### src/rtl/core/sncag_pkg.sv
// Shared types, constants and register codes for the strided N-dimensional
// copy address generator. No dependencies; every other file depends on this.

package sncag_pkg;

	// Default sizes, handed to the top-level and queue parameters
	localparam int unsigned MAX_DIMS_DEF    = 4;
	localparam int unsigned EXTENT_BITS_DEF = 16;
	localparam int unsigned ADDR_BITS_DEF   = 32;
	localparam int unsigned QUEUE_DEPTH     = 4;

	// Configuration port geometry
	localparam int unsigned CFG_DATA_BITS   = 64;
	localparam int unsigned CFG_IDX_BITS    = 3;
	localparam int unsigned DIM_COUNT_BITS  = 3;
	localparam int unsigned ELEM_BYTES_BITS = 8;

	// Register reset values
	localparam logic [DIM_COUNT_BITS-1:0]  DIM_COUNT_RST  = DIM_COUNT_BITS'(1);
	localparam logic [CFG_DATA_BITS-1:0]   EXTENTS_RST    = 64'h0001_0001_0001_0001;
	localparam logic [CFG_DATA_BITS-1:0]   STRIDES_RST    = '0;
	localparam logic [ELEM_BYTES_BITS-1:0] ELEM_BYTES_RST = ELEM_BYTES_BITS'(1);

	// Register indexes on the configuration port
	typedef enum logic [CFG_IDX_BITS-1:0] {
		REG_DIM_COUNT   = 3'd0,
		REG_EXTENTS     = 3'd1,
		REG_SRC_STRIDES = 3'd2,
		REG_DST_STRIDES = 3'd3,
		REG_ELEM_BYTES  = 3'd4
	} cfg_reg_t;

	// Current register contents, shared by front and back
	typedef struct packed {
		logic [DIM_COUNT_BITS-1:0]  dim_count;
		logic [CFG_DATA_BITS-1:0]   extents;
		logic [CFG_DATA_BITS-1:0]   src_strides;
		logic [CFG_DATA_BITS-1:0]   dst_strides;
		logic [ELEM_BYTES_BITS-1:0] element_bytes;
	} cfg_t;

	// Queue fill status seen by both of its neighbours
	typedef struct packed {
		logic full;
		logic empty;
	} q_status_t;

endpackage

### src/rtl/core/sncag_queue.sv
// Short first-in first-out queue that decouples the odometer front end from
// the address arithmetic back end. Depends on sncag_pkg.

module sncag_queue #(
	parameter int unsigned WIDTH = 1,
	parameter int unsigned DEPTH = sncag_pkg::QUEUE_DEPTH
) (
	input  logic                  clk,
	input  logic                  arst_n,
	input  logic                  push,
	input  logic [WIDTH-1:0]      wdata,
	input  logic                  pop,
	output logic [WIDTH-1:0]      rdata,
	output sncag_pkg::q_status_t  status
);
	import sncag_pkg::*;

	localparam int unsigned PTR_BITS = (DEPTH > 1) ? $clog2(DEPTH) : 1;

	logic [WIDTH-1:0]    mem_q [DEPTH];
	logic [PTR_BITS-1:0] wr_ptr_q;
	logic [PTR_BITS-1:0] rd_ptr_q;
	logic [PTR_BITS:0]   count_q;

	assign status.full  = count_q == (PTR_BITS+1)'(DEPTH);
	assign status.empty = count_q == '0;
	assign rdata        = mem_q[rd_ptr_q];

	// Store the pushed entry
	always_ff @(posedge clk) begin
		if (push) begin
			mem_q[wr_ptr_q] <= wdata;
		end
	end

	// Advance pointers and track fill level
	always_ff @(posedge clk or negedge arst_n) begin
		if (!arst_n) begin
			wr_ptr_q <= '0;
			rd_ptr_q <= '0;
			count_q  <= '0;
		end else begin
			if (push) begin
				wr_ptr_q <= (wr_ptr_q == PTR_BITS'(DEPTH - 1)) ? '0 : wr_ptr_q + 1'b1;
			end
			if (pop) begin
				rd_ptr_q <= (rd_ptr_q == PTR_BITS'(DEPTH - 1)) ? '0 : rd_ptr_q + 1'b1;
			end
			if (push && !pop) begin
				count_q <= count_q + 1'b1;
			end else if (pop && !push) begin
				count_q <= count_q - 1'b1;
			end
		end
	end

endmodule

### config.mk
export PLATFORM = sky130hd
export DESIGN_NAME = sncag_queue
export DESIGN_NICKNAME = d
export VERILOG_FILES = /design/src/rtl/core/sncag_pkg.sv /design/src/rtl/core/sncag_queue.sv
export SDC_FILE = /design/constraint.sdc
export NUM_CORES = 1
export LEC_CHECK = 0
export BUFFER_PORTS_ARGS = -buffer_cell sky130_fd_sc_hd__clkbuf_2
export CAP_MARGIN = 40
export CORE_AREA = 2 2 39 41
export DETAILED_ROUTE_END_ITERATION = 8
export DIE_AREA = 0 0 41 43
export PLACE_DENSITY = 0.61
export SLEW_MARGIN = 10
export SYNTH_ARGS = -nofsm -noshare
export SYNTH_HDL_FRONTEND = slang
export SYNTH_SLANG_ARGS = --single-unit
### constraint.sdc
create_clock -name clk -period 1.4 [get_ports clk]
set_input_delay 0 -clock clk [delete_from_list [all_inputs] [get_ports clk]]
set_output_delay 0 -clock clk [all_outputs]
set_load 0.01 [all_outputs]
# == Yosys cells after proc, flatten, opt, wreduce, memory -nomap -nowiden ==
# Memory sizes are Yosys's and may differ from the RTL's.
# Index checks and enable logic that the tools add are counted.
# word_totals
ff_bits,7
in_bits,5
mem_bits_rw,4
mem_count,1
# op_classes
reduce_logical,6
add_sub_neg,4
n_eq_ne,3
muxes,6
# mem_list
memory,depth,word_bits,rd,rd_clocked_by_memory_dff,write_ports,line_no,text
mem_q,4,1,1,0,1,sncag_queue.sv:20,logic [WIDTH-1:0] mem_q [DEPTH];
# ops
op,n
$mux 3,2
$add 2x1->2 const B,2
$eq 2x2->1 const B,2
$mux 2,2
$add 3x1->3 const B,1
$eq 3x3->1 const B,1
$logic_not 3->1,1
$sub 3x1->3 const B,1
$logic_and 1x1->1,2
$logic_not 1->1,2
$mux 1,2
$reduce_bool 2->1,1

# == Logic depth before layout (Yosys ltp) ==
# Gate-level depths: netlist of run 1.
# logic_depth
ltp_word,4
depth_mapped,7
depth_no_buf,7

# == Worst setup path after synthesis of run 1 ==
# OpenSTA, ideal clock, no wires.
# synth_path
kind,reg-to-reg
from,register count_q[0]
to,register count_q[2]
slack_ns,0.084
t_arrival_ns,1.237
t_required_ns,1.321
n_path_buf,0
stages_incl_launch_ff,5
cell_sequence,dfrtp_1 -> fa_1 -> xor2_1 -> nor2_1 -> xor2_1
# synth_via
elab_chain_cells,3
# synth_rtl
element,line_no,text
start: declaration,sncag_queue.sv:23,logic [PTR_BITS:0] count_q;
start signal: assignment,sncag_queue.sv:50,count_q <= count_q + 1'b1;
start signal: assignment,sncag_queue.sv:52,count_q <= count_q - 1'b1;
$sub 3x1->3,sncag_queue.sv:52,
$mux 3,sncag_queue.sv:51,end else if (pop && !push) begin
$mux 3 (*),sncag_queue.sv:49,if (push && !pop) begin
# Every way passes the cells marked *; elsewhere a longest branch is shown, timed or not. The select of a mux whose other input is x is not followed.
# A chain may end at the register's enable or synchronous reset.

# == Worst setup path in the final report of run 1 ==
# layout_path
from,register rd_ptr_q[0]
to,output port rdata
# layout_via
elab_chain_cells,1
# layout_rtl
element,line_no,text
start: declaration,sncag_queue.sv:22,logic [PTR_BITS-1:0] rd_ptr_q;
start signal: assignment,sncag_queue.sv:47,rd_ptr_q <= (rd_ptr_q == PTR_BITS'(DEPTH - 1)) ? '0 : rd_ptr_q + 1'b1;
$mem_v2 4x1,-,
end: declaration,sncag_queue.sv:13,"output logic [WIDTH-1:0] rdata,"
# No other way between the ends.

==> results of run 1 <==
[worst min path at each step]
stage            from  depth (start not counted)          end
4_1_cts           pop                          2  rd_ptr_q[0]
3_5_place_dp   arst_n                          1  rd_ptr_q[1]
5_1_grt           pop                          2  rd_ptr_q[0]
2_1_floorplan  arst_n                          0   count_q[0]
6_report          pop                          2  rd_ptr_q[0]
3_3_place_gp   arst_n                          1  rd_ptr_q[0]
[registers in the layout (all words and copies together), names as in the netlist]
name,flops
mem_q,4
count_q,3
rd_ptr_q,2
wr_ptr_q,2
[through the flow]
stage | worst slack (ns) | cell area, µm² | hold WS (ns)
after global routing | 0.0211 | 682 | 0.0220
after floorplan | 0.0837 | 556 | -0.296
after detailed placement | 0.0554 | 626 | -0.147
after global placement | 0.101 | 626 | -0.148
final | 0.0984 | 682 | 0.0207
after CTS | 0.0486 | 672 | 0.0187
[worst max-delay path, stage by stage (launching register included)]
cell and delay, ns:
dfrtp_1 0.39, mux4_2 0.50, clkbuf_2 0.14
[cell usage in the layout, fill, tap and decap left out]
cell,instances
nor3_1,1
xor2_1,2
clkbuf_1,1
nand2_1,1
o21ai_0,2
xnor2_1,1
buf_4,3
mux2_2,3
dlygate4sd3_1,2
nor3b_1,1
inv_1,5
clkbuf_4,3
and2_1,4
mux4_2,1
fa_2,1
edfxtp_1,4
dfrtp_1,7
ha_1,6
clkbuf_2,7
nor2_1,2
nand3_1,1
[power groups by stage]
stage / logic (W) / clock network [W] / registers [W]
6_report: 0.000468 / 0.000217 / 0.000559
5_1_grt: 0.000562 / 0.000238 / 0.000577
4_1_cts: 0.000453 / 0.000226 / 0.000564
3_5_place_dp: 0.000444 / 0 / 0.000571
3_3_place_gp: 0.000437 / 0 / 0.000561
2_1_floorplan: 0.000312 / 0 / 0.000553
[final cells by class]
class,count,area [µm²]
Fill cell,128,702
Sequential cell,11,295
Multi-Input combinational cell,26,244
Timing Repair Buffer,12,77.6
Clock buffer,4,26.3
Tap cell,16,20.0
Inverter,5,18.8
[metal layers]
| layer | wire length [µm] | share of wire, % |
|---|---|---|
| met1 | 364 | 47 |
| met4 | 19 | 2.4 |
| met2 | 360 | 46 |
| met3 | 37 | 4.7 |
| met5 | 0 | 0 |
[cell families after synthesis]
kind of cell,Yosys count,synth area share [%]
AO/OA/AOI/OAI,2,1.80
XOR/XNOR,3,4.73
adder cells (fa/ha/maj),7,17.1
buffers and inverters,5,3.38
flip-flops,11,53.2
multiplexers,4,10.1
AND/OR/NAND/NOR,10,9.68
[timing repair]
action,in CTS,in global routing
buffers inserted,0,1
gates resized for setup,0,1
setup endpoints to repair,0,2
endpoints found under the hold margin,11,0
hold buffers,2,0
==> impl_summary.txt, run 1 <==
----------------------------------------------------
[Global routing]
  Met1 Usage GRT ... 16.9%
  Global routing's busiest layer ... met1
  Global route total overflow ... 0
  Number of global-route vias before repair ... 335
  Wire length of the first global-routing pass ... 1350 µm
  Maximum number of pins on one net before global-route repair ... 9
  Antenna violations before repair ... 0
  Aggregate global-route resource usage ... 11.9%
  Met2 track demand over resource in global routing ... 15.3%
  Met3 usage in global routing ... 4.71%

[Cells and area]
  Area added between synthesis and finish ... 22.7%
  Post-route core utilization ... 49.3%
  Ratio of cells with drive above 1 in the final layout ... 31.0%
  Non-filler cells in the finished layout ... 74
  Antenna diodes ... 0
  Nets ... 71

[Synthesis]
  Synthesis warning total ... 0
  Most frequently used cell type in the post-synthesis netlist ... dfrtp_1
  Ranking of synthesized cells by area ... dfrtp_1, edfxtp_1, ha_1, mux2_2, and2_1
  Part of the Yosys area used for sequential elements ... 53.2%
  Synth cell count leaders ... dfrtp_1, ha_1, inv_1, and2_1, edfxtp_1
  EDFF count, synth ... 4
  Synthesized netlist net count ... 54
  Biggest area consumer among synthesized cells ... dfrtp_1
  Unique masters post-synth ... 16
  Instance count of the mapped netlist ... 42
  Top-area cell type share of the netlist area ... 31.5%
  Most common flop cell mapped by yosys ... dfrtp_1
  Share of async-settable or async-resettable flops after synthesis ... 63.6%
  Mean area per synthesized cell ... 13.2 µm²
  Netlist area before placement ... 556 µm²
  Number of synthesized register bits ... 11

[Die]
  Row Count ... 14
  Number of primary I/O pins ... 8
  Total Die Area ... 0.00176 mm²
  Die height ... 43 µm
  Total core area ... 0.00138 mm²
  Starting density of the core ... 40.1%
  Die boundary width ... 41 µm

[Power and ir drop]
  Sw frac ... 32.6%
  Fraction of power consumed by combinational cells ... 37.7%
  Power share of the sequential group ... 44.9%
  IR drop worst, VDD ... 0.669 mV
  Power density cells ... 1820 mW/mm²
  Static power due to leakage ... 0.313 nW
  Net load switching power ... 0.000405 W
  Cell internal pwr ... 0.000839 W
  Overall power consumption ... 0.00124 W
  Part of the power in the clock network ... 17.4%

[Clocking]
  Clock-pin slew on the worst setup and hold paths ... 0.07 ns
  Deepest clock path buffer count ... 2
  Sink count of the clock tree ... 11
  Clock latency on the worst-skew pair ... 0.27 ns
  Clock tree from TritonCTS ... done
  Master cell of the clock root buffer ... clkbuf_4
  H-tree depth ... 1
  CTS buffer count ... 3

[Routing]
  Violation count after the first detailed-route iteration ... 5
  DRC errors left ... 0
  Routed wirelength normalized by instance count ... 10.5 µm
  Vias per Instance ... 4.47
  Iteration count of the initial detailed-routing pass ... 4
  Total number of vias ... 331
  Post-DRT Antenna Nets ... 0
  Final wirelength ... 780 µm

[Worst setup path]
  Depth of the worst register-to-register path ... 4
  Worst r2r src ... count_q[0]
  Kind of end point of the critical path ... primary output
  Flop-to-flop setup slack ... 0.1 ns
  Required time of the worst setup path ... 1.40 ns
  Maximum fanout along the worst path ... 3
  Capturing point of the worst reg2reg path ... count_q[2]
  Crit path arrival time ... 1.30 ns
  Worst setup SP type ... register
  Critical Setup Path Class ... register to primary output
  Worst setup path startpoint ... rd_ptr_q[0]
  End of the critical path ... rdata

[STA]
  Max-slew violation total from the final report ... 0
  Setup TNS ... 0 ns
  Final clock period utilization by the worst path ... 93.0%
  Normalized max-slew margin ... 87.6%
  Transition time at the pin with the least slew margin ... 0.187 ns
  Max Freq ... 768 MHz
  Total setup violations reported at the end of the flow ... 0
  Unrepaired setup endpoints after global routing ... false
  Minimum clock period ... 1.30 ns
  Count of final hold-check violations ... 0
  Clock Skews ... 0.00652 ns

[Place]
  Final HPWL from detailed placement ... 600 µm
  Port Buffers ... 7
  Placer congestion estimate ... 0.787
  Placed instance count ... 67

[Min path]
  Type of the tightest min-delay check ... input pin to register

[Flow run]
  Max-Cap Viols ... 0

[Outcome]
  Result of the run ... finished clean

----------------------------------------------------
Power figures use the tool's default switching activity.
==> run 2, diff against run 1 <==
--- a/constraint.sdc
+++ b/constraint.sdc
@@ -3,2 +3,2 @@
 set_output_delay 0 -clock clk [all_outputs]
-set_load 0.01 [all_outputs]
+set_load 0.1 [all_outputs]
==> impl_summary.txt, run 2 (synthesis results as in run 1) <==
----------------------------------------------------
[Outcome]
  Result of the run ... finished clean

[STA]
  Worst hold slack after final layout ... 0.0107 ns
  Max-slew violation total from the final report ... 0
  Transition time at the pin with the least slew margin ... 0.232 ns
  Clock Skews ... 0.00218 ns
  Final clock period utilization by the worst path ... 98.2%
  Minimum clock period ... 1.38 ns
  Normalized max-slew margin ... 84.4%
  Count of final hold-check violations ... 0
  Total setup violations reported at the end of the flow ... 0
  Unrepaired setup endpoints after global routing ... true
  Setup slack after layout ... 0.0250 ns
  Max Freq ... 727 MHz

[Power and ir drop]
  IR drop worst, VDD ... 0.855 mV
  Overall power consumption ... 0.00174 W
  Static power due to leakage ... 0.334 nW
  Power density cells ... 2330 mW/mm²

[Routing]
  Routed wirelength normalized by instance count ... 11.1 µm
  DRC errors left ... 0
  Violation count after the first detailed-route iteration ... 4
  Final wirelength ... 829 µm
  Total number of vias ... 342
  Vias per Instance ... 4.56
  Iteration count of the initial detailed-routing pass ... 2
  Post-DRT Antenna Nets ... 0

[Clocking]
  Clock-pin slew on the worst setup and hold paths ... 0.07 ns
  Master cell of the clock root buffer ... clkbuf_4
  Clock latency on the worst-skew pair ... 0.28 ns
  Clock tree from TritonCTS ... done
  H-tree depth ... 1
  Sink count of the clock tree ... 11
  Deepest clock path buffer count ... 2
  CTS buffer count ... 3

[Die]
  Total Die Area ... 0.00176 mm²
  Total core area ... 0.00138 mm²
  Die boundary width ... 41 µm
  Row Count ... 14
  Die height ... 43 µm
  Number of primary I/O pins ... 8
  Starting density of the core ... 40.1%

[Worst setup path]
  End of the critical path ... rdata
  Worst setup SP type ... register
  Crit path arrival time ... 1.38 ns
  Critical Setup Path Class ... register to primary output
  Worst setup path startpoint ... rd_ptr_q[0]
  Worst r2r src ... count_q[0]
  Depth of the worst register-to-register path ... 4
  Capturing point of the worst reg2reg path ... count_q[2]
  Maximum fanout along the worst path ... 2
  Kind of end point of the critical path ... primary output
  Required time of the worst setup path ... 1.40 ns
  Flop-to-flop setup slack ... 0.09 ns

[Global routing]
  Wire length of the first global-routing pass ... 1410 µm
  Maximum number of pins on one net before global-route repair ... 9
  Antenna violations before repair ... 0
  Aggregate global-route resource usage ... 13.0%
  Number of global-route vias before repair ... 348
  Global route total overflow ... 0

[Place]
  Port Buffers ... 7
  Placer congestion estimate ... 0.725
  Dpl ws ... 0.0640 ns

[Cells and area]
  Nets ... 72
  Ratio of cells with drive above 1 in the final layout ... 35.6%
  Antenna diodes ... 0
  Most frequent cells in the layout ... dfrtp_1, ha_1, inv_1
  Max reg flops ... 4
  Register name with the most flops ... mem_q
  Largest registers ... mem_q x4, count_q x3
  Fill count ... 117
  Area added between synthesis and finish ... 34.0%
  Most common cell after layout, fill and taps aside ... dfrtp_1
  Post-route core utilization ... 53.8%

[Flow run]
  Max-Cap Viols ... 0

[Min path]
  Type of the tightest min-delay check ... input pin to register

----------------------------------------------------
[run 2: cell types whose count changed in the layout (fill, tap and decap cells not counted)]
cell	before	now
clkbuf_2	7	4
nor3_2	0	1
buf_4	3	4
nor3b_2	0	1
buf_12	0	3
nor3_1	1	0
nor3b_1	1	0
[run 2: final cells by class]
type	instances	area [µm²]	area share [%]
Sequential cell	11	295	39.7
Inverter	5	18.8	2.52
Clock buffer	4	26.3	3.53
Multi-Input combinational cell	26	254	34.1
Tap cell	16	20.0	2.69
Timing Repair Buffer	13	130	17.5
[run 2: metrics by stage]
step | std cells | setup TNS (ns) | area (µm²)
after floorplan | 42 | -0.547 | 566
after global placement | 68 | 0 | 688
after detailed placement | 68 | 0 | 688
after CTS | 75 | 0 | 742
after global routing | 75 | -0.0105 | 744
final | 75 | 0 | 744
[run 2: worst min path at each step]
stage / from / endpoint / cells after the start
after floorplan: arst_n / count_q[0] / 0
after global placement: arst_n / rd_ptr_q[0] / 1
after detailed placement: arst_n / wr_ptr_q[1] / 1
after CTS: pop / rd_ptr_q[0] / 2
after global routing: pop / rd_ptr_q[0] / 2
final: pop / rd_ptr_q[0] / 2
[run 2: critical path, cell delays in order, from the launching register on]
cell and delay [ns]:
dfrtp_1 0.37, mux4_2 0.54, buf_12 0.19
[run 2: where the power goes]
part	leakage, nW	internal, W	switching [W]
sequential	0.120	0.000459	0.0000904
clock	0.0150	0.000111	0.000115
combinational	0.199	0.000423	0.000540
[run 2: layer usage]
| layer | vias to the layer above | share of wire (%) | global-route usage [%] |
|---|---|---|---|
| li1 | 175 | - | - |
| met1 | 154 | 47 | 15.1 |
| met2 | 8 | 44 | 17.5 |
| met3 | 5 | 4.8 | 4.71 |
| met4 | 0 | 4.1 | 12.0 |
| met5 | - | 0 | 0 |
[run 2: timing repair]
action	in CTS	in global routing
endpoints found under the hold margin	11	0
gates resized for setup	0	1
setup buffers	1	0
hold buffers	2	0
setup endpoints to repair	1	2
==> run 3, diff against run 2 <==
PLACE_DENSITY = 0.58   (was 0.61)
clock period = 1.5 ns   (was 1.4 ns; I/O delays follow)
==> impl_summary.txt, run 3 (synthesis results as in run 1) <==
----------------------------------------------------
[Routing]
  Post-DRT Antenna Nets ... 0
  Iteration count of the initial detailed-routing pass ... 2
  Final wirelength ... 756 µm
  Total number of vias ... 327
  Violation count after the first detailed-route iteration ... 2
  Routed wirelength normalized by instance count ... 10.6 µm
  DRC errors left ... 0
  Vias per Instance ... 4.61

[Cells and area]
  Largest registers ... mem_q x4, count_q x3
  Antenna diodes ... 0
  Ratio of cells with drive above 1 in the final layout ... 32.7%
  Register name with the most flops ... mem_q
  Fill count ... 117
  Most frequent cells in the layout ... ha_1, dfrtp_1, inv_1
  Area added between synthesis and finish ... 21.8%
  Max reg flops ... 4
  Nets ... 68
  Final cell area excluding filler cells ... 677 µm²

[Global routing]
  Number of global-route vias before repair ... 313
  Global route total overflow ... 0
  Antenna violations before repair ... 0
  Maximum number of pins on one net before global-route repair ... 10
  Aggregate global-route resource usage ... 11.4%
  Wire length of the first global-routing pass ... 1300 µm

[Flow run]
  Max-Cap Viols ... 0

[Power and ir drop]
  Power share of the sequential group ... 38.3%
  Fraction of power consumed by combinational cells ... 47.7%
  IR drop worst, VDD ... 0.762 mV
  Part of the power in the clock network ... 14.0%
  Sw frac ... 45.7%
  Power density cells ... 2100 mW/mm²
  Static power due to leakage ... 0.306 nW
  Cell internal pwr ... 0.000774 W
  Net load switching power ... 0.000650 W

[Place]
  Dpl ws ... 0.0834 ns
  Placer congestion estimate ... 0.754
  Port Buffers ... 7
  Post-detailed-placement cell area ... 626 µm²
  Final HPWL from detailed placement ... 613 µm

[Worst setup path]
  Kind of end point of the critical path ... primary output
  Required time of the worst setup path ... 1.50 ns
  Maximum fanout along the worst path ... 4
  Critical Setup Path Class ... register to primary output
  Crit path arrival time ... 1.42 ns
  Worst setup SP type ... register

[STA]
  Final clock period utilization by the worst path ... 94.8%
  Minimum clock period ... 1.42 ns
  Count of final hold-check violations ... 0
  Transition time at the pin with the least slew margin ... 0.278 ns
  Total setup violations reported at the end of the flow ... 0
  Unrepaired setup endpoints after global routing ... false
  Normalized max-slew margin ... 81.6%
  Max-slew violation total from the final report ... 0
  Setup slack after layout ... 0.0783 ns
  Max Freq ... 703 MHz
  Setup TNS ... 0 ns
  Clock Skews ... 0.00579 ns

[Clocking]
  Clock-pin slew on the worst setup and hold paths ... 0.07 ns
  Sink count of the clock tree ... 11
  Master cell of the clock root buffer ... clkbuf_4
  Deepest clock path buffer count ... 2
  Setup bufs post-CTS ... 0
  Clock latency on the worst-skew pair ... 0.27 ns
  Clock tree from TritonCTS ... done
  CTS buffer count ... 3
  H-tree depth ... 1

[Die]
  Die height ... 43 µm
  Starting density of the core ... 40.1%
  Die boundary width ... 41 µm
  Total Die Area ... 0.00176 mm²
  Number of primary I/O pins ... 8
  Row Count ... 14
  Total core area ... 0.00138 mm²

[Min path]
  Type of the tightest min-delay check ... input pin to register

[Outcome]
  Result of the run ... finished clean

----------------------------------------------------
run 3: repair_timing:
item / CTS / global route
gates resized for setup: 1 / 2
hold buffers: 2 / 0
endpoints found under the hold margin: 11 / 0
gates cloned: 0 / 0
setup endpoints to repair: 1 / 2
pin swaps: 0 / 0
run 3: worst paths after layout:
check / slack, ns / from / cells after the start / end
min in group asynchronous: 0.09 / arst_n / 2 / count_q[2]
worst min-delay path: 0.02 / pop / 2 / rd_ptr_q[1]
worst min register to register: 0.52 / count_q[2] / 1 / count_q[2]
max in group asynchronous: 1.22 / arst_n / 2 / count_q[0]
worst max register to register: 0.11 / count_q[0] / 4 / count_q[2]
worst max-delay path: 0.08 / rd_ptr_q[0] / 2 / rdata
run 3: per-stage QoR:
step / power [W] / hold WS [ns] / utilization (%) / instances
detailed placement: 0.00122 / -0.148 / 45.2 / 65
floorplan: 0.00109 / -0.296 / - / 42
global placement: 0.00119 / -0.155 / 45.2 / 65
finish: 0.00142 / 0.0247 / 48.9 / 71
global route: 0.00152 / 0.0345 / 48.9 / 71
CTS: 0.00144 / 0.0251 / 48.8 / 71
run 3: routing by layer:
| layer | wire length [µm] | global-route usage [%] | up-vias |
|---|---|---|---|
| li1 | - | - | 166 |
| met4 | 17 | 8.00 | 0 |
| met1 | 313 | 13.2 | 152 |
| met5 | 0 | 0 | - |
| met3 | 40 | 3.66 | 2 |
| met2 | 385 | 16.9 | 7 |
run 3: power by group through the flow:
stage / combinational (W) / clock, W / sequential (W)
after floorplan: 0.000567 / 0 / 0.000527
after global placement: 0.000647 / 0 / 0.000540
after detailed placement: 0.000669 / 0 / 0.000556
after CTS: 0.000685 / 0.000204 / 0.000548
after global routing: 0.000739 / 0.000217 / 0.000568
final: 0.000679 / 0.000199 / 0.000546
run 3: final cells by class:
class	instances	area [µm²]	area share, %
timing repair buffer	9	62.6	9.24
tap	16	20.0	2.96
sequential	11	297	43.8
clock buffer	3	22.5	3.33
clock inverter	1	5.00	0.739
multi-input combinational	26	251	37.2
inverter	5	18.8	2.77
run 3: worst max-delay path, stage by stage, from the launching register on:
cell and delay (ns):
dfrtp_1 0.41, mux4_2 0.50, buf_4 0.24
