### config.mk
export PLATFORM = sky130hd
export DESIGN_NAME = sncag_front
export DESIGN_NICKNAME = d
export VERILOG_FILES = /design/src/rtl/core/sncag_pkg.sv /design/src/rtl/core/sncag_front.sv
export SDC_FILE = /design/constraint.sdc
export NUM_CORES = 1
export LEC_CHECK = 0
export BUFFER_PORTS_ARGS = -buffer_cell sky130_fd_sc_hd__clkbuf_2
export CAP_MARGIN = 10
export CORE_UTILIZATION = 30
export CTS_BUF_LIST = sky130_fd_sc_hd__clkbuf_4 sky130_fd_sc_hd__clkbuf_8
export CTS_CLUSTER_SIZE = 20
export DETAILED_ROUTE_END_ITERATION = 16
export PLACE_DENSITY = 0.67
export REMOVE_ABC_BUFFERS = 1
export SLEW_MARGIN = 40
export SYNTH_ARGS = -nofsm -noshare
export SYNTH_HDL_FRONTEND = slang
export SYNTH_SLANG_ARGS = --single-unit
### constraint.sdc
create_clock -name clk -period 3.55 [get_ports clk]
set_input_delay 0.355 -clock clk [delete_from_list [all_inputs] [get_ports clk]]
set_output_delay 0.355 -clock clk [all_outputs]
set_load 0.02 [all_outputs]
### src/rtl/core/sncag_pkg.sv
// Shared types, constants and register codes for the strided N-dimensional
// copy address generator. No dependencies; every other file depends on this.

package sncag_pkg;

	// Default sizes, handed to the top-level and queue parameters
	localparam int unsigned MAX_DIMS_DEF    = 4;
	localparam int unsigned EXTENT_BITS_DEF = 16;
	localparam int unsigned ADDR_BITS_DEF   = 32;
	localparam int unsigned QUEUE_DEPTH     = 4;

	// Configuration port geometry
	localparam int unsigned CFG_DATA_BITS   = 64;
	localparam int unsigned CFG_IDX_BITS    = 3;
	localparam int unsigned DIM_COUNT_BITS  = 3;
	localparam int unsigned ELEM_BYTES_BITS = 8;

	// Register reset values
	localparam logic [DIM_COUNT_BITS-1:0]  DIM_COUNT_RST  = DIM_COUNT_BITS'(1);
	localparam logic [CFG_DATA_BITS-1:0]   EXTENTS_RST    = 64'h0001_0001_0001_0001;
	localparam logic [CFG_DATA_BITS-1:0]   STRIDES_RST    = '0;
	localparam logic [ELEM_BYTES_BITS-1:0] ELEM_BYTES_RST = ELEM_BYTES_BITS'(1);

	// Register indexes on the configuration port
	typedef enum logic [CFG_IDX_BITS-1:0] {
		REG_DIM_COUNT   = 3'd0,
		REG_EXTENTS     = 3'd1,
		REG_SRC_STRIDES = 3'd2,
		REG_DST_STRIDES = 3'd3,
		REG_ELEM_BYTES  = 3'd4
	} cfg_reg_t;

	// Current register contents, shared by front and back
	typedef struct packed {
		logic [DIM_COUNT_BITS-1:0]  dim_count;
		logic [CFG_DATA_BITS-1:0]   extents;
		logic [CFG_DATA_BITS-1:0]   src_strides;
		logic [CFG_DATA_BITS-1:0]   dst_strides;
		logic [ELEM_BYTES_BITS-1:0] element_bytes;
	} cfg_t;

	// Queue fill status seen by both of its neighbours
	typedef struct packed {
		logic full;
		logic empty;
	} q_status_t;

endpackage

### src/rtl/core/sncag_front.sv
// Front end: takes job transfers, runs the odometer over the configured shape
// and pushes one index snapshot per emitted element into the queue.
// Depends on sncag_pkg.

module sncag_front #(
	parameter int unsigned MAX_DIMS    = sncag_pkg::MAX_DIMS_DEF,
	parameter int unsigned EXTENT_BITS = sncag_pkg::EXTENT_BITS_DEF
) (
	input  logic                            clk,
	input  logic                            arst_n,
	input  sncag_pkg::cfg_t                 cfg,
	input  logic                            job_valid,
	output logic                            job_ready,
	input  logic                            job_restart,
	input  sncag_pkg::q_status_t            q_status,
	output logic                            push,
	output logic                            push_last,
	output logic [MAX_DIMS*EXTENT_BITS-1:0] push_idx
);
	import sncag_pkg::*;

	logic [EXTENT_BITS-1:0] idx_q     [MAX_DIMS];
	logic [EXTENT_BITS-1:0] idx_eff   [MAX_DIMS];
	logic [EXTENT_BITS-1:0] idx_next  [MAX_DIMS];
	logic [EXTENT_BITS-1:0] ext       [MAX_DIMS];
	logic [EXTENT_BITS-1:0] ext_eff   [MAX_DIMS];
	logic [MAX_DIMS-1:0]    used;
	logic [MAX_DIMS-1:0]    lt;
	logic                   done_q;
	logic                   done_eff;
	logic                   any_zero;
	logic                   is_last;
	logic                   carry;
	logic                   emit;
	logic                   accept;

	// Slice the packed extents; fields beyond the register read as zero
	for (genvar d = 0; d < MAX_DIMS; d++) begin : g_dim
		if (d * EXTENT_BITS < CFG_DATA_BITS) begin : g_in
			assign ext[d] = EXTENT_BITS'(cfg.extents >> (d * EXTENT_BITS));
		end else begin : g_out
			assign ext[d] = '0;
		end
		assign used[d]    = cfg.dim_count > DIM_COUNT_BITS'(d);
		assign ext_eff[d] = used[d] ? ext[d] : EXTENT_BITS'(1);
	end

	assign job_ready = !q_status.full;
	assign accept    = job_valid && job_ready;

	// Classify the transfer and work out the next multi-index
	always_comb begin
		done_eff = job_restart ? 1'b0 : done_q;
		any_zero = 1'b0;
		is_last  = 1'b1;
		carry    = 1'b1;
		for (int d = 0; d < MAX_DIMS; d++) begin
			idx_eff[d] = job_restart ? '0 : idx_q[d];
			if (used[d] && ext[d] == '0) begin
				any_zero = 1'b1;
			end
			lt[d] = ({1'b0, idx_eff[d]} + 1'b1) < {1'b0, ext_eff[d]};
			if (lt[d]) begin
				is_last = 1'b0;
			end
		end
		// Ripple the carry from dimension 0 upward
		for (int d = 0; d < MAX_DIMS; d++) begin
			if (carry) begin
				idx_next[d] = lt[d] ? EXTENT_BITS'(idx_eff[d] + 1'b1) : '0;
			end else begin
				idx_next[d] = idx_eff[d];
			end
			carry = carry && !lt[d];
		end
		emit = !done_eff && !any_zero;
		for (int d = 0; d < MAX_DIMS; d++) begin
			push_idx[d*EXTENT_BITS +: EXTENT_BITS] = used[d] ? idx_eff[d] : '0;
		end
	end

	assign push      = accept && emit;
	assign push_last = is_last;

	// Hold the odometer (a restart clears it); advance only on an emitted element that is not the last
	always_ff @(posedge clk or negedge arst_n) begin
		if (!arst_n) begin
			done_q <= 1'b1;
			for (int d = 0; d < MAX_DIMS; d++) begin
				idx_q[d] <= '0;
			end
		end else if (accept) begin
			done_q <= done_eff || any_zero || is_last;
			for (int d = 0; d < MAX_DIMS; d++) begin
				idx_q[d] <= (emit && !is_last) ? idx_next[d] : idx_eff[d];
			end
		end
	end

endmodule

* Yosys cells after proc, flatten, opt, wreduce, memory -nomap -nowiden
Index checks and enable logic that the tools add are counted.
** Storage, ports and cells
- Flip-flop bits (word level) :: 65
- Bits of input ports :: 209
- Output and inout bits :: 67
- Word-level logic and storage cells :: 76
** Operators by class
- $add $sub $neg :: 8
- $lt $le $gt $ge :: 8
- Muxes and demuxes :: 32
- Reduce and logical (&&, ||, !) cells :: 23
** Operator list (count)
- 2-to-1 mux 16 bit :: 23
- adder 16 x 1 -> 17 bit, second input constant :: 4
- < comparator 17 x 16 -> 1 bit :: 4
- adder 16 x 1 -> 16 bit, second input constant :: 4
- logical NOT 16 bit :: 4
- logical AND 1 bit :: 10
- 2-to-1 mux 1 bit :: 9
- logical NOT 1 bit :: 7
- greater-than comparator 3 x 1 -> 1 bit, second input constant :: 2
- greater-than comparator 3 x 2 -> 1 bit, second input constant :: 2
- logical OR 1 bit :: 2

* Longest topological paths before layout
Gate-level depths: netlist of the first run.
- Depth after elaboration :: 10
- Depth in mapped cells :: 23
- Depth with buffers taken out :: 17

* Least setup slack after synthesis of the first run
Ideal clock, no wire load.
- Kind :: in2reg
- From :: input port job_restart
- To :: register idx_q[56] in the netlist's numbering
- Setup time :: 0.121 ns
- Arrival time :: 4.207 ns
- Data required time :: 3.429 ns
- Path slack :: -0.778 ns
- Cell stages on the path :: 20
- Buffers on the path :: 5
- Cells stage by stage :: clkbuf_1 clkbuf_1 clkbuf_1 buf_1 nor2b_1 ha_1 and3_1 nand4_1 o21ai_0 a21oi_1 ha_1 a21o_1 a21oi_1 o41ai_1 a21o_1 o21ai_0 o21ai_0 a21o_1 buf_4 a22o_1
** On the way
- Word-level cells in the longest chain between the ends :: 10
- Elaborated cells on any way between the ends :: 24
- Those cells by class :: add/sub: 5; order compare: 4; mux: 11; reduce/logical: 4
** RTL lines
- start, declared :: RTL line sncag_front.sv:14 : input logic job_restart,
- 2-to-1 mux 16 bit :: RTL line sncag_front.sv:58 : idx_eff[d] = job_restart ? '0 : idx_q[d];
- adder 16 x 1 -> 17 bit :: RTL line sncag_front.sv:62 : lt[d] = ({1'b0, idx_eff[d]} + 1'b1) < {1'b0, ext_eff[d]};
- < comparator 17 x 16 -> 1 bit :: RTL line sncag_front.sv:62
- 2-to-1 mux 1 bit (4 in series) :: RTL line sncag_front.sv:63 : if (lt[d]) begin
- logical NOT 1 bit :: RTL line sncag_front.sv:95 : idx_q[d] <= (emit && !is_last) ? idx_next[d] : idx_eff[d];
- logical AND 1 bit :: RTL line sncag_front.sv:95
- 2-to-1 mux 16 bit (*) :: RTL line sncag_front.sv:95
- end signal, assigned by index :: RTL line sncag_front.sv:95
- end, declared :: RTL line sncag_front.sv:22 : logic [EXTENT_BITS-1:0] idx_q [MAX_DIMS];
Mark *: on every way between the ends. The rest lies on a longest branch, timed or not.
A chain may end at the register's enable or synchronous reset.

* Worst setup path after layout of the first run
- From :: register idx_q[49] in the netlist's numbering
- To :: register idx_q[19] in the netlist's numbering
** On the way
- Word-level cells in the longest chain between the ends :: 10
- Elaborated cells on any way between the ends :: 13
- Those cells by class :: add/sub: 1; order compare: 1; mux: 7; reduce/logical: 4
** RTL lines (RTL line)
- 2-to-1 mux 16 bit (*) :: sncag_front.sv:58
- adder 16 x 1 -> 17 bit (*) :: sncag_front.sv:62
- < comparator 17 x 16 -> 1 bit (*) :: sncag_front.sv:62
- 2-to-1 mux 1 bit (4 in series) :: sncag_front.sv:63
- logical NOT 1 bit :: sncag_front.sv:95
- logical AND 1 bit :: sncag_front.sv:95
- 2-to-1 mux 16 bit (*) :: sncag_front.sv:95
Marks and branches as above.

==> insert_results.sql, run 1 <==
INSERT INTO impl_metrics (metric_group, metric, value, unit) VALUES
('run_status', 'run_status', 'finished with violations', ''),
('run_status', 'failed_checks', 'setup timing', ''),
('detailed_routing', 'drt_wl_total', '23.5', 'mm'),
('worst_setup_path', 'timing.reg2reg.worst_path_depth', '18', ''),
('detailed_routing', 'antenna_violating_nets_post_route', '0', ''),
('sta', 'fin_ws', '-0.292', 'ns'),
('worst_setup_path', 'worstReg2RegStart', 'idx_q[49]$_DFFE_PN0P_', ''),
('sta', 'worst_slew_margin_rel', '0.536', ''),
('detailed_routing', 'drc', '0', ''),
('pwr', 'reported_leakage_power', '5.01', 'nW'),
('sta', 'final.setup.tns', '-7.60', 'ns'),
('detailed_routing', 'drt_first_pass_iters', '4', ''),
('cells_and_area', 'final.fill_count', '2021', ''),
('grt', 'gr-total-overflow', '0', ''),
('synth', 'number_of_flops_mapped_to_enable_cells_by_yosys', '0', ''),
('sta', 'finalHoldViolations', '0', ''),
('sta', 'setup_violations', '55', ''),
('grt', 'first_global_vias', '7056', ''),
('floorplan', 'die_area', '22600', 'sq um'),
('floorplan', 'fp-row-count', '53', ''),
('floorplan', 'io_pins', '276', ''),
('floorplan', 'start_util', '0.311', ''),
('synth', 'syn_area', '6610', 'sq um'),
('sta', 'grt_setup_unrepaired', 'true', ''),
('worst_setup_path', 'critical_path_cell_count', '18', ''),
('synth', 'postSynthRegisterBits', '65', ''),
('worst_setup_path', 'path_max_fanout', '6', ''),
('worst_setup_path', 'critical_path.cell_chain', 'nor2b_4 -> ha_4 -> and3_4 -> nand4_1 -> buf_4 -> or3_4 -> a21oi_2 -> ha_1 -> nand4_1 -> nor4_2 -> buf_4 -> a21oi_1 -> buf_4 -> a21oi_4 -> nand3_2 -> a21o_4 -> buf_12 -> a22o_2', ''),
('worst_setup_path', 'required', '3.81', 'ns'),
('floorplan', 'die_h', '150', 'microns'),
('placed_design', 'post-place-ws', '-0.596', 'ns'),
('pwr', 'ir_drop', '0.135', 'mV'),
('clock_tree', 'clock_insertion_delay_worst_skew', '0.38', 'ns'),
('hold_path', 'hold_path.class', 'input pin to async pin', ''),
('sta', 'worst-slew-pin-transition', '0.689', 'ns'),
('worst_setup_path', 'regToRegEndpoint', 'idx_q[19]$_DFFE_PN0P_', ''),
('synth', 'synth.yosys.warnings', '0', ''),
('synth', 'synth_async_sr_flop_share', '1.00', ''),
('clock_tree', 'clk_transition_reported_paths', '0.08', 'ns'),
('grt', 'grt_pass1_wl', '35.5', 'mm'),
('worst_setup_path', 'timing.setup.critical_path_class', 'flop to flop', ''),
('grt', 'largest_net_degree_at_the_start_of_global_routing', '37', ''),
('cells_and_area', 'final_layout_size_suffix_gt1_frac', '0.392', ''),
('sta', 'period_needed', '3.84', 'ns'),
('placed_design', 'routabilityCongestion', '0.917', ''),
('detailed_routing', 'routedWlPerCell', '16.5', 'microns'),
('grt', 'combined_global_route_utilization_of_all_metal_layers', '0.203', ''),
('synth', 'post_synthesis_sequential_area_ratio', '0.246', ''),
('sta', 'fmax', '260', 'MHz'),
('clock_tree', 'ctsRootBufferMaster', 'sky130_fd_sc_hd__clkbuf_8', ''),
('synth', 'ys_top_cells_by_area', 'sky130_fd_sc_hd__dfrtp_1 24%, sky130_fd_sc_hd__ha_1 12%, sky130_fd_sc_hd__nand2_1 7.2%', ''),
('sta', 'period_share', '1.08', ''),
('cells_and_area', 'num-nets-final', '1415', ''),
('floorplan', 'core_area', '21300', 'sq um'),
('cells_and_area', 'area_growth_syn_to_layout', '46.6', '%'),
('clock_tree', 'bufs_on_longest_clock_path', '2', ''),
('clock_tree', 'clock_tree_from_tritoncts', 'built', ''),
('worst_setup_path', 'worstPathArrival', '4.10', 'ns'),
('synth', 'yosys.area.top_type', 'sky130_fd_sc_hd__dfrtp_1', ''),
('sta', 'finalClockSkew', '0.00941', 'ns'),
('pwr', 'power_density', '193', 'nW/um^2'),
('cells_and_area', 'postLayoutCellArea', '9690', 'sq um'),
('worst_setup_path', 'end_point_of_the_critical_path', 'idx_q[19]$_DFFE_PN0P_', ''),
('clock_tree', 'cts-htree-levels', '3', ''),
('grt', 'antenna_violations_before_repair', '0', ''),
('worst_setup_path', 'r2r_slack', '-0.29', 'ns'),
('detailed_routing', 'dr.first_iter.drc_count', '453', ''),
('worst_setup_path', 'path_delay_family', 'simple AND/OR/NAND/NOR gates', ''),
('worst_setup_path', 'critical_path.most_common_cell', 'sky130_fd_sc_hd__buf_4', ''),
('placed_design', 'dp.final_hpwl', '17.6', 'mm'),
('clock_tree', 'cts_sinks', '65', '');
[metal layers]
| metal | wire, microns | share of wire | vias to the layer above | global-route usage |
|---|---|---|---|---|
| met2 | 10900 | 0.46 | 232 | 0.328 |
| li1 | - | - | 3694 | - |
| met3 | 1450 | 0.062 | 34 | 0.0367 |
| met1 | 10600 | 0.45 | 3619 | 0.271 |
| met4 | 490 | 0.021 | 0 | 0.0646 |
| met5 | 0 | 0 | - | 0 |
[cell usage in the layout, fill, tap and decap left out, types with 5 or more instances in the layout]
cell type	instances
sky130_fd_sc_hd__buf_4	182
sky130_fd_sc_hd__clkbuf_2	135
sky130_fd_sc_hd__nand2_1	123
sky130_fd_sc_hd__dfrtp_1	63
sky130_fd_sc_hd__ha_1	59
sky130_fd_sc_hd__nor2_1	58
sky130_fd_sc_hd__and3_1	50
sky130_fd_sc_hd__a21oi_1	44
sky130_fd_sc_hd__a22o_1	33
sky130_fd_sc_hd__nand3_1	31
sky130_fd_sc_hd__xor2_1	27
sky130_fd_sc_hd__and2_1	21
sky130_fd_sc_hd__nand4_1	19
sky130_fd_sc_hd__nor3_1	19
sky130_fd_sc_hd__xnor2_1	18
sky130_fd_sc_hd__o21ai_0	16
sky130_fd_sc_hd__nor2b_1	13
sky130_fd_sc_hd__nor4_1	13
sky130_fd_sc_hd__clkbuf_8	12
sky130_fd_sc_hd__buf_6	12
sky130_fd_sc_hd__and3_4	9
sky130_fd_sc_hd__inv_1	9
sky130_fd_sc_hd__a21o_1	8
sky130_fd_sc_hd__a21oi_2	7
sky130_fd_sc_hd__nand3b_1	7
sky130_fd_sc_hd__or3_1	6
sky130_fd_sc_hd__a31oi_1	6
sky130_fd_sc_hd__nand2b_1	5
sky130_fd_sc_hd__o21ai_1	5
sky130_fd_sc_hd__ha_4	5
[sequential cells by signal (all words and copies together), names as in the netlist]
signal and count:
done_q 1, idx_q 64
[report_power, final]
part	total, mW	switching, mW	internal (mW)
sequential	0.756	0.00550	0.751
combinational	0.399	0.236	0.163
clock	0.720	0.323	0.397
total	1.88	0.564	1.31
[how the worst min path moves through the flow]
stage | slack [ns] | endpoint | cells past startpoint | start
finish | 0.50 | idx_q[59]$_DFFE_PN0P_ | 2 | arst_n
global placement | 0.39 | idx_q[58]$_DFFE_PN0P_ | 1 | arst_n
global route | 0.53 | done_q$_DFFE_PN1P_ | 2 | done_q$_DFFE_PN1P_
detailed placement | 0.39 | idx_q[58]$_DFFE_PN0P_ | 1 | arst_n
CTS | 0.51 | idx_q[63]$_DFFE_PN0P_ | 1 | idx_q[63]$_DFFE_PN0P_
floorplan | 0.06 | idx_q[0]$_DFFE_PN0P_ | 0 | arst_n
[kinds of logic (layout without fill, tap and decap cells)]
family,after synthesis,in the layout,share of synthesized area
AO/OA/AOI/OAI,179,180,0.191
multiplexers,3,3,0.00454
flip-flops,65,65,0.246
adder cells (fa/ha/maj),64,64,0.121
AND/OR/NAND/NOR,420,422,0.327
XOR/XNOR,47,47,0.0623
buffers and inverters,61,366,0.0475
[area by class of cell]
type	instances	area (sq um)	area share
Clock buffer	14	180	0.0186
Clock inverter	2	35.0	0.00361
Inverter	11	41.3	0.00426
Multi-Input combinational cell	716	5130	0.529
Sequential cell	65	1630	0.168
Tap cell	275	344	0.0355
Timing Repair Buffer	339	2330	0.241
[repair_timing]
item / in CTS / in global routing
setup endpoints to repair: 65 / 66
hold endpoints to repair: 21 / 0
setup buffers: 19 / 10
hold buffers: 1 / 0
pin swaps: 45 / 53
gates resized for setup: 53 / 62
cloned: 0 / 5
[metrics by stage]
| step | total power, mW | hold WS, ns | cells | util |
|---|---|---|---|---|
| after global placement | 1.12 | 0.392 | 1371 | 0.408 |
| after global routing | 1.96 | 0.531 | 1422 | 0.455 |
| after floorplan | 0.926 | 0.0594 | 789 | - |
| after detailed placement | 1.13 | 0.394 | 1371 | 0.408 |
| after CTS | 1.85 | 0.507 | 1407 | 0.435 |
| final | 1.88 | 0.502 | 1422 | 0.455 |
(Power assumes the default switching activity.)
==> inputs of run 2 (changes only) <==
Clock period 3.55 ns to 3.1 ns, I/O delays scaled along.
==> run 2 against run 1 <==
Clock-buffer cell count shrank 1. Wire length grew 3.9%. Final area grew 5.7%. Highest routed layer unchanged. The run still ends with setup timing left. Worst hold slack lost 0.17 ns. Clock power grew 0.7%. Die area is the same. Sequential power grew 15%. Global-route usage grew 0.33 points.
==> insert_results.sql, run 2 (synthesis gave the netlist of run 1 again) <==
INSERT INTO impl_metrics (metric_group, metric, value, unit) VALUES
('hold_path', 'hold_path.class', 'input pin to async pin', ''),
('clock_tree', 'clock_insertion_delay_worst_skew', '0.38', 'ns'),
('grt', 'grt_pass1_wl', '36.2', 'mm'),
('worst_setup_path', 'worstReg2RegStart', 'idx_q[17]$_DFFE_PN0P_', ''),
('cells_and_area', 'n_antenna_cell', '0', ''),
('pwr', 'reported_leakage_power', '5.34', 'nW'),
('sta', 'worst-slew-pin-transition', '0.644', 'ns'),
('worst_setup_path', 'timing.setup.critical_path_class', 'flop to output port', ''),
('detailed_routing', 'drt_first_pass_iters', '6', ''),
('cells_and_area', 'largest_register_ff_count', '64', ''),
('sta', 'period_needed', '3.65', 'ns'),
('worst_setup_path', 'regToRegEndpoint', 'idx_q[14]$_DFFE_PN0P_', ''),
('clock_tree', 'cts-htree-levels', '3', ''),
('worst_setup_path', 'cp_slowest_stage_delay', '0.37', 'ns'),
('detailed_routing', 'routedWlPerCell', '16.5', 'microns'),
('worst_setup_path', 'critical_path_cell_count', '15', ''),
('clock_tree', 'bufs_on_longest_clock_path', '2', ''),
('worst_setup_path', 'timing.reg2reg.worst_path_depth', '17', ''),
('sta', 'worst_hold_slack', '0.328', 'ns'),
('detailed_routing', 'dr.first_iter.drc_count', '523', ''),
('worst_setup_path', 'path_delay_family', 'simple AND/OR/NAND/NOR gates', ''),
('pwr', 'p_total', '2.08', 'mW'),
('clock_tree', 'clk_transition_reported_paths', '0.08', 'ns'),
('grt', 'antenna_violations_before_repair', '0', ''),
('placed_design', 'post-place-cells', '1414', ''),
('detailed_routing', 'drt_wl_total', '24.4', 'mm'),
('run_status', 'failed_checks', 'setup timing', ''),
('sta', 'setup_violations', '66', ''),
('floorplan', 'start_util', '0.311', ''),
('run_status', 'run_status', 'finished with violations', ''),
('worst_setup_path', 'required', '2.79', 'ns'),
('worst_setup_path', 'endpoint_kind', 'output port', ''),
('sta', 'finalClockSkew', '0.0138', 'ns'),
('worst_setup_path', 'critical_path.cell_chain', 'nor2b_4 -> ha_4 -> and3_4 -> nand4_1 -> buf_4 -> or3_4 -> a21oi_2 -> ha_1 -> nand4_1 -> nand2b_4 -> a21oi_4 -> o21ai_2 -> buf_6 -> nor2_4 -> buf_8', ''),
('floorplan', 'die_area', '22600', 'sq um'),
('detailed_routing', 'via_count', '7918', ''),
('pwr', 'ir_drop', '0.146', 'mV'),
('sta', 'finalHoldViolations', '0', ''),
('worst_setup_path', 'path_max_fanout', '3', ''),
('cells_and_area', 'final_layout_size_suffix_gt1_frac', '0.437', ''),
('cells_and_area', 'max_flop_register', 'idx_q', ''),
('cells_and_area', 'finish.cell_count_without_fillers', '1477', ''),
('placed_design', 'port_buffers', '138', ''),
('clock_tree', 'cts_sinks', '65', ''),
('sta', 'fin_ws', '-0.552', 'ns'),
('worst_setup_path', 'setup.worst_path.start_class', 'flop', ''),
('worst_setup_path', 'crit_buf_inv', '3', ''),
('placed_design', 'dp.final_hpwl', '17.7', 'mm'),
('clock_tree', 'clock_tree_from_tritoncts', 'built', ''),
('cells_and_area', 'area_growth_syn_to_layout', '54.9', '%'),
('clock_tree', 'ctsRootBufferMaster', 'sky130_fd_sc_hd__clkbuf_8', ''),
('placed_design', 'routabilityCongestion', '0.868', ''),
('cells_and_area', 'reg_top3', 'idx_q (64), done_q (1)', ''),
('worst_setup_path', 'r2r_slack', '-0.50', 'ns'),
('grt', 'largest_net_degree_at_the_start_of_global_routing', '54', ''),
('grt', 'first_global_vias', '7339', ''),
('floorplan', 'die_h', '150', 'microns'),
('cells_and_area', 'num-nets-final', '1470', ''),
('grt', 'combined_global_route_utilization_of_all_metal_layers', '0.206', ''),
('detailed_routing', 'antenna_violating_nets_post_route', '0', ''),
('detailed_routing', 'avgViaCountPerCell', '5.36', ''),
('cells_and_area', 'layout_common_cells', '236 x sky130_fd_sc_hd__buf_4, 136 x sky130_fd_sc_hd__clkbuf_2, 122 x sky130_fd_sc_hd__nand2_1, 64 x sky130_fd_sc_hd__dfrtp_1, 58 x sky130_fd_sc_hd__ha_1', ''),
('floorplan', 'io_pins', '276', ''),
('sta', 'grt_setup_unrepaired', 'true', ''),
('worst_setup_path', 'critical_path.most_common_cell', 'sky130_fd_sc_hd__nand4_1', ''),
('floorplan', 'fp-row-count', '53', ''),
('sta', 'final.setup.tns', '-27.79', 'ns'),
('sta', 'worst_slew_margin_rel', '0.570', ''),
('job', 'max-cap-violations', '0', ''),
('sta', 'fmax', '274', 'MHz'),
('floorplan', 'core_area', '21300', 'sq um'),
('sta', 'drv_slew', '0', ''),
('worst_setup_path', 'worstPathArrival', '3.34', 'ns'),
('sta', 'period_share', '1.18', ''),
('cells_and_area', 'most_common_cell_after_layout_fill_and_taps_aside', 'sky130_fd_sc_hd__buf_4', ''),
('grt', 'gr-total-overflow', '0', ''),
('pwr', 'power_density', '203', 'nW/um^2'),
('detailed_routing', 'drc', '0', ''),
('floorplan', 'die_width', '150', 'microns'),
('clock_tree', 'cts_made_buffers', '9', ''),
('worst_setup_path', 'critical_path.slowest_cell', 'sky130_fd_sc_hd__dfrtp_1', '');
## run 2: how the worst max path moves through the flow
stage / start / end / slack [ns]
2_1_floorplan: job_restart / idx_q[55]$_DFFE_PN0P_ / -1.28
3_3_place_gp: job_restart / idx_q[54]$_DFFE_PN0P_ / -0.92
3_5_place_dp: job_restart / idx_q[4]$_DFFE_PN0P_ / -1.02
4_1_cts: idx_q[49]$_DFFE_PN0P_ / push_last / -0.55
5_1_grt: idx_q[0]$_DFFE_PN0P_ / push_last / -0.69
6_report: idx_q[49]$_DFFE_PN0P_ / push_last / -0.55
## run 2: per-layer routing
layer | GRT usage | wire length (microns)
met1 | 0.276 | 10900
met2 | 0.329 | 11100
met3 | 0.0400 | 1610
met4 | 0.0702 | 716
met5 | 0 | 0
## run 2: metrics by stage
step,instance area (sq um),setup slack [ns],util
5_1_grt,10200,-0.690,0.481
3_5_place_dp,9000,-1.02,0.423
6_report,10200,-0.552,0.481
2_1_floorplan,6340,-1.28,-
4_1_cts,9560,-0.554,0.449
3_3_place_gp,9000,-0.920,0.423
## run 2: layout make-up
cell class | instances | area (sq um)
Fill cell | 2004 | 11000
Multi-Input combinational cell | 714 | 5280
Timing Repair Buffer | 396 | 2760
Sequential cell | 65 | 1630
Tap cell | 275 | 344
Clock buffer | 13 | 173
Inverter | 11 | 41.3
Clock inverter | 3 | 15.0
## run 2: timing repair
action	in CTS	in global routing
buffers inserted	15	30
resized for setup	64	88
pin swaps	31	79
hold buffers	1	0
cloned	1	1
endpoints found under the hold margin	7	0
setup endpoints to repair	66	66
## run 2: report_power, final
| part | total [mW] | switching (mW) | internal (mW) |
|---|---|---|---|
| Combinational | 0.489 | 0.285 | 0.204 |
| Clock | 0.725 | 0.364 | 0.361 |
| Sequential | 0.867 | 0.00751 | 0.860 |
| Total | 2.08 | 0.656 | 1.42 |
